===== src/rtl/stc_pkg.sv =====
// ============================================================================
// stc_pkg: shared types and constants for the segment/triangle classifier
// Coordinate format, the point and sign types, and the relation codes.
// ============================================================================
package stc_pkg;

    // Signed Q12.4 coordinates.
    localparam int COORD_BITS = 16;

    // A difference of two coordinates, its products, and the cross product.
    localparam int DIFF_W  = COORD_BITS + 1;
    localparam int PROD_W  = 2 * DIFF_W;
    localparam int CROSS_W = PROD_W + 1;

    typedef struct packed {
        logic signed [COORD_BITS-1:0] x;
        logic signed [COORD_BITS-1:0] y;
    } point_t;

    // Sign of a value: zero set means 0, otherwise neg tells the side.
    typedef struct packed {
        logic neg;
        logic zero;
    } sign_t;

    // Signs of three points about one line.
    typedef struct packed {
        sign_t s0;
        sign_t s1;
        sign_t s2;
    } line_signs_t;

    // All twelve cross-product signs of one request.
    typedef struct packed {
        line_signs_t edge_ab;   // p0, p1, C about line A-B
        line_signs_t edge_bc;   // p0, p1, A about line B-C
        line_signs_t edge_ca;   // p0, p1, B about line C-A
        line_signs_t seg_line;  // A, B, C about the segment's line
    } cross_signs_t;

    typedef enum logic [1:0] {
        REL_APART   = 2'd0,
        REL_OVERLAP = 2'd1,
        REL_TOUCH   = 2'd2,
        REL_CROSS   = 2'd3
    } relation_t;

    // Sign of the product of two signed values, from their signs alone.
    function automatic sign_t sign_mul(input sign_t a, input sign_t b);
        sign_t r;
        r.zero = a.zero | b.zero;
        r.neg  = ~r.zero & (a.neg ^ b.neg);
        return r;
    endfunction

endpackage


===== src/rtl/stc_classify.sv =====
// ============================================================================
// stc_classify: relation decision from the side-test signs
// Forms the eight side tests and resolves them in priority order.
// ============================================================================
module stc_classify (
    input  stc_pkg::cross_signs_t signs,
    output stc_pkg::relation_t    relation
);

    stc_pkg::sign_t f1, f2, f3, f4, f5, f6, f7, f8;

    logic apart_strict;
    logic aligned;
    logic apart_loose;
    logic inside_strict;

    assign f1 = stc_pkg::sign_mul(signs.edge_ab.s0, signs.edge_ab.s2);
    assign f2 = stc_pkg::sign_mul(signs.edge_ab.s1, signs.edge_ab.s2);
    assign f3 = stc_pkg::sign_mul(signs.edge_bc.s0, signs.edge_bc.s2);
    assign f4 = stc_pkg::sign_mul(signs.edge_bc.s1, signs.edge_bc.s2);
    assign f5 = stc_pkg::sign_mul(signs.edge_ca.s0, signs.edge_ca.s2);
    assign f6 = stc_pkg::sign_mul(signs.edge_ca.s1, signs.edge_ca.s2);
    assign f7 = stc_pkg::sign_mul(signs.seg_line.s0, signs.seg_line.s1);
    assign f8 = stc_pkg::sign_mul(signs.seg_line.s1, signs.seg_line.s2);

    // A test is positive when it is neither zero nor negative.
    assign apart_strict = (f1.neg & f2.neg) | (f3.neg & f4.neg) | (f5.neg & f6.neg)
                        | (~f7.neg & ~f7.zero & ~f8.neg & ~f8.zero);
    assign aligned      = (f1.zero & f2.zero) | (f3.zero & f4.zero)
                        | (f5.zero & f6.zero);
    assign apart_loose  = ((f1.neg | f1.zero) & (f2.neg | f2.zero))
                        | ((f3.neg | f3.zero) & (f4.neg | f4.zero))
                        | ((f5.neg | f5.zero) & (f6.neg | f6.zero))
                        | (~f7.neg & ~f8.neg);
    assign inside_strict = ~(f1.neg | f1.zero | f2.neg | f2.zero
                           | f3.neg | f3.zero | f4.neg | f4.zero
                           | f5.neg | f5.zero | f6.neg | f6.zero);

    always_comb
    begin
        priority if (apart_strict)
        begin
            relation = stc_pkg::REL_APART;
        end
        else if (aligned)
        begin
            relation = stc_pkg::REL_OVERLAP;
        end
        else if (apart_loose)
        begin
            relation = stc_pkg::REL_TOUCH;
        end
        else if (inside_strict)
        begin
            relation = stc_pkg::REL_APART;
        end
        else
        begin
            relation = stc_pkg::REL_CROSS;
        end
    end

endmodule


===== config.mk =====
export PLATFORM = sky130hd
export DESIGN_NAME = stc_classify
export DESIGN_NICKNAME = d
export VERILOG_FILES = /design/src/rtl/stc_pkg.sv /design/src/rtl/stc_classify.sv
export SDC_FILE = /design/constraint.sdc
export NUM_CORES = 1
export LEC_CHECK = 0
export BUFFER_PORTS_ARGS = -buffer_cell sky130_fd_sc_hd__buf_2
export CAP_MARGIN = 10
export CORE_AREA = 3 3 40 42
export DETAILED_ROUTE_END_ITERATION = 12
export DIE_AREA = 0 0 43 45
export GPL_ROUTABILITY_DRIVEN = 0
export MAX_ROUTING_LAYER = met4
export SLEW_MARGIN = 30
export SYNTH_ARGS = -nofsm -noshare
export SYNTH_HDL_FRONTEND = slang
export SYNTH_SLANG_ARGS = --single-unit

===== constraint.sdc =====
create_clock -name vclk -period 3.5
set_input_delay 0.525 -clock vclk [all_inputs]
set_output_delay 0.525 -clock vclk [all_outputs]
set_load 0.005 [all_outputs]

; ---- After elaboration in Yosys (flattened, before gate mapping)
; Index checks and enable logic that the tools add are counted.
[word_totals]
reg_bits = 0
input_bits = 24
output_inout_bits = 2
word_cells = 75
[op_classes]
muxes = 4
n_bitwise = 71
[op_table]
columns = cell, n
row1 = $or A1 B1 Y1, 32
row2 = $and A1 B1 Y1, 21
row3 = $not A1 Y1, 10
row4 = $mux W2, 4
row5 = $xor A1 B1 Y1, 8

; ---- Depth between registers and ports, before layout
[depth]
word_depth = 18
depth_mapped = 5

; ---- Worst setup path after synthesis
; OpenSTA, ideal clock, no wires.
[synth_path]
path_kind = input -> output
start = input signs[7] (netlist bit)
end = output relation[0]
t_arrival_ns = 1.594
t_required_ns = 2.975
path_slack_ns = 1.381
path_stages = 5
n_path_buf = 0
cell_sequence = or3_1 a222oi_1 and3_1 nor3_1 o21a_1
[synth_via]
elab_chain_len = 10
word_cells_on_any_way = 20
classes_between = 4 x mux / 16 x bitwise
[synth_rtl]
columns = element, line
row1 = from (decl), stc_classify.sv:6  ; input stc_pkg::cross_signs_t signs,
row2 = $xor A1 B1 Y1, stc_pkg.sv:52  ; r.neg = ~r.zero & (a.neg ^ b.neg);
row3 = $and A1 B1 Y1, stc_pkg.sv:52
row4 = $or A1 B1 Y1 (4 in a row), stc_classify.sv:37  ; | f5.neg | f5.zero | f6.neg | f6.zero);
row5 = $mux W2, stc_classify.sv:53  ; else if (inside_strict)
row6 = $mux W2, stc_classify.sv:49  ; else if (apart_loose)
row7 = $mux W2, stc_classify.sv:45  ; else if (aligned)
row8 = $mux W2 (*), stc_classify.sv:41  ; priority if (apart_strict)
row9 = to (decl), stc_classify.sv:7  ; output stc_pkg::relation_t relation
; Every way passes the cells marked *; elsewhere a longest branch is shown, timed or not.

; ---- Worst setup path after layout
; Ends and elaborated chain as after synthesis.

==> summary.log <==
INFO  cells_and_area nFillCells=158
INFO  hold_path      min_delay_worst_endpoint=relation[0]
INFO  timing         tightestPinTransition=0.5201ns
INFO  cts            post_cts_hold_buffer_count=0
INFO  grt            use_met3=0%
INFO  cts            post_cts_buffers=0
INFO  hold_path      worst_hold_path.num_cells=5
INFO  timing         relSlewSlack=64.43%
INFO  hold_path      min-delay-start=signs[6]
INFO  synth          synth.lib_cells_used.distinct=19
INFO  timing         timing.final.crit_period=2.406ns
INFO  synth          synth.yosys.warnings=0
INFO  grt            initial_antenna_violation_count=0
INFO  power          irDropWorstVdd=0.03325mV
INFO  synth          yosys.cell_count.top_type=sky130_fd_sc_hd__xor2_1
INFO  synth          synth_nets=73
INFO  cells_and_area sequential_area=0squm
INFO  timing         hold_viol=0
INFO  timing         setup_repair_after_global_routing_missed_its_margin=false
INFO  detailed_routing dr.pass1.iters=4
INFO  cells_and_area multi_input_comb_area=329.1squm
INFO  detailed_routing detail_route.vias_per_cell=5.011
INFO  worst_setup_path timing.critical_path.fanout_max=6
INFO  grt            global_route_wire_length_before_repair=1566um
INFO  synth          synth_top_area_share=15.97%
INFO  detailed_routing dr_total_vias=451
INFO  timing         setup_total_negative_slack=0ns
INFO  worst_setup_path critical_path.top_delay_family=simple AND/OR/NAND/NOR gates
INFO  worst_setup_path setup.worst_path.end_class=primary output
INFO  worst_setup_path timing_worst_setup_path_type=input pin to primary output
INFO  detailed_routing dr.first_iter.drc_count=14
INFO  cells_and_area finish.net_count=101
INFO  floorplanning  die-width=43um
INFO  cells_and_area areaGrowthSynthToFinish=45.25%
INFO  floorplanning  core_ar=1285squm
INFO  power          power_density=100.0nW/um^2
INFO  synth          syn_area=329.1squm
INFO  worst_setup_path cpMostUsedCell=sky130_fd_sc_hd__buf_2
INFO  floorplanning  die_height=45um
INFO  cells_and_area seq_cell_count=0
INFO  synth          yosysSeqAreaShare=0%
INFO  worst_setup_path cp_data_required_time=2.97ns
INFO  timing         final_min_period_over_clock_period=68.73%
INFO  worst_setup_path worst-endpoint-arrival=1.88ns
INFO  hold_path      hold_class=input pin to primary output
INFO  synth          syn_area_per_cell=6.716squm
INFO  synth          yosysTopAreaCell=sky130_fd_sc_hd__xor2_1
INFO  cells_and_area layout-drive-gt1-share=37.33%
INFO  worst_setup_path start_kind=input pin
INFO  cells_and_area final.clkbuf_count=0
INFO  cts            cells_resized_by_post_cts_repair=0
INFO  cells_and_area antenna_cells=0
INFO  flow_run       timing.max_cap.violations=0
INFO  floorplanning  row_count=13
INFO  worst_setup_path critical_path.max_stage_delay=0.36ns
INFO  grt            grt_overflow=0
INFO  synth          synth_top_cells_by_area=sky130_fd_sc_hd__xor2_1 (16%), sky130_fd_sc_hd__or3_1 (9.5%), sky130_fd_sc_hd__nand3b_1 (9.1%), sky130_fd_sc_hd__nand3_1 (7.6%), sky130_fd_sc_hd__o22ai_1 (7.6%)
INFO  timing         final.hold.worst_slack=1.474ns
INFO  floorplanning  die_area=1935squm
INFO  floorplanning  i_o_pin_count=26
INFO  grt            global_route_met1_utilization=13.57%
INFO  timing         fmaxAchievable=0.4157GHz
INFO  cells_and_area finalCoreUtilization=37.20%
INFO  worst_setup_path slowest_stage=sky130_fd_sc_hd__or3_1
INFO  synth          synth.cells.most_frequent=sky130_fd_sc_hd__xor2_1 (6), sky130_fd_sc_hd__nand3_1 (5), sky130_fd_sc_hd__or3_1 (5)
INFO  worst_setup_path cp.buffers_inverters=2
INFO  timing         finalSetupViolations=0
INFO  grt            overall_routing_resource_usage=9.906%
INFO  synth          post_synth_inst_count=49
INFO  worst_setup_path worstPathCellList=buf_2 > or3_1 > a222oi_1 > and3_1 > nor3_1 > o21a_1 > buf_2
INFO  detailed_routing routed_wirelength=962um
INFO  grt            first_global_vias=413
INFO  floorplanning  initial_core_util=25.61%
INFO  grt            gr-max-usage-layer=met2
INFO  power          total_leakage_power=0.1891nW
INFO  place          dp.final_hpwl=852.1um
INFO  detailed_routing detail-route-antenna-nets=0
INFO  timing         timing.final.max_slew_violations=0
INFO  grt            grt_start_max_net_pins=7
INFO  detailed_routing route.detailed.drc=0
INFO  detailed_routing avgRoutedWirePerCell=10.69um
INFO  outcome        status=finished, final reports clean
INFO  grt            global_route.usage.met2=17.66%
INFO  place          io_buffers=26
-- metal layers --
metal | share of wire, % | vias up | wire length (um)
met4 | 0 | 0 | 0
met1 | 47 | 187 | 451
met2 | 49 | 11 | 471
met3 | 4.1 | 0 | 39
met5 | 0 | - | 0
li1 | - | 253 | -
-- worst max-delay path by stage --
| stage | from | to | slack, ns | depth (start not counted) |
|---|---|---|---|---|
| after floorplan | signs[7] | relation[0] | 1.38 | 5 |
| after global placement | signs[3] | relation[1] | 1.09 | 7 |
| after detailed placement | signs[7] | relation[0] | 1.09 | 7 |
| after CTS | signs[3] | relation[1] | 1.09 | 7 |
| after global routing | signs[3] | relation[1] | 0.96 | 7 |
| final | signs[7] | relation[0] | 1.09 | 7 |
-- logic make-up (layout without fill, tap and decap cells) --
group | after synthesis | in the layout | synth area share, %
AOI/OAI and AO/OA | 12 | 12 | 28.52
xor gates and xnor gates | 8 | 8 | 21.29
buffers and inverters | 0 | 26 | 0
and+or+nand+nor | 29 | 29 | 50.19
-- layout make-up --
cell class	instances	area share, %
Tap cell	15	3.927
Timing Repair Buffer	26	27.23
Multi-Input combinational cell	49	68.85
-- power by group --
part / switching [W] / total [W] / internal, W
Clock: 0 / 0 / 0
Combinational: 0.0000238 / 0.0000478 / 0.0000240
Sequential: 0 / 0 / 0
-- worst min-delay path: stages --
cell and delay (ns):
sky130_fd_sc_hd__buf_2 0.09, sky130_fd_sc_hd__nor3_1 0.05, sky130_fd_sc_hd__nand2_1 0.07, sky130_fd_sc_hd__o21a_1 0.12, sky130_fd_sc_hd__buf_2 0.10
-- cell usage in the layout (no fill, tap or decap), drive strengths merged --
cell      n
and3      1
nand3     5
or3       5
a222oi    2
nand3b    4
a2111oi   2
a21boi    1
nor3      3
a21oi     2
nor4      2
buf      26
or3b      1
or4b      1
nor2      4
xnor2     2
o22ai     4
nand2     3
xor2      6
o21a      1
-- stage by stage --
step	worst slack [ns]	total power [W]	cell area, sq um	instances
4_1_cts	1.090	0.00004805	478.0	90
3_5_place_dp	1.095	0.00004789	478.0	90
2_1_floorplan	1.381	0.00002062	329.1	49
6_report	1.094	0.00004780	478.0	90
3_3_place_gp	1.095	0.00004781	478.0	90
5_1_grt	0.9644	0.00005343	478.0	90
Note: power is estimated with default switching activity, not from simulation.
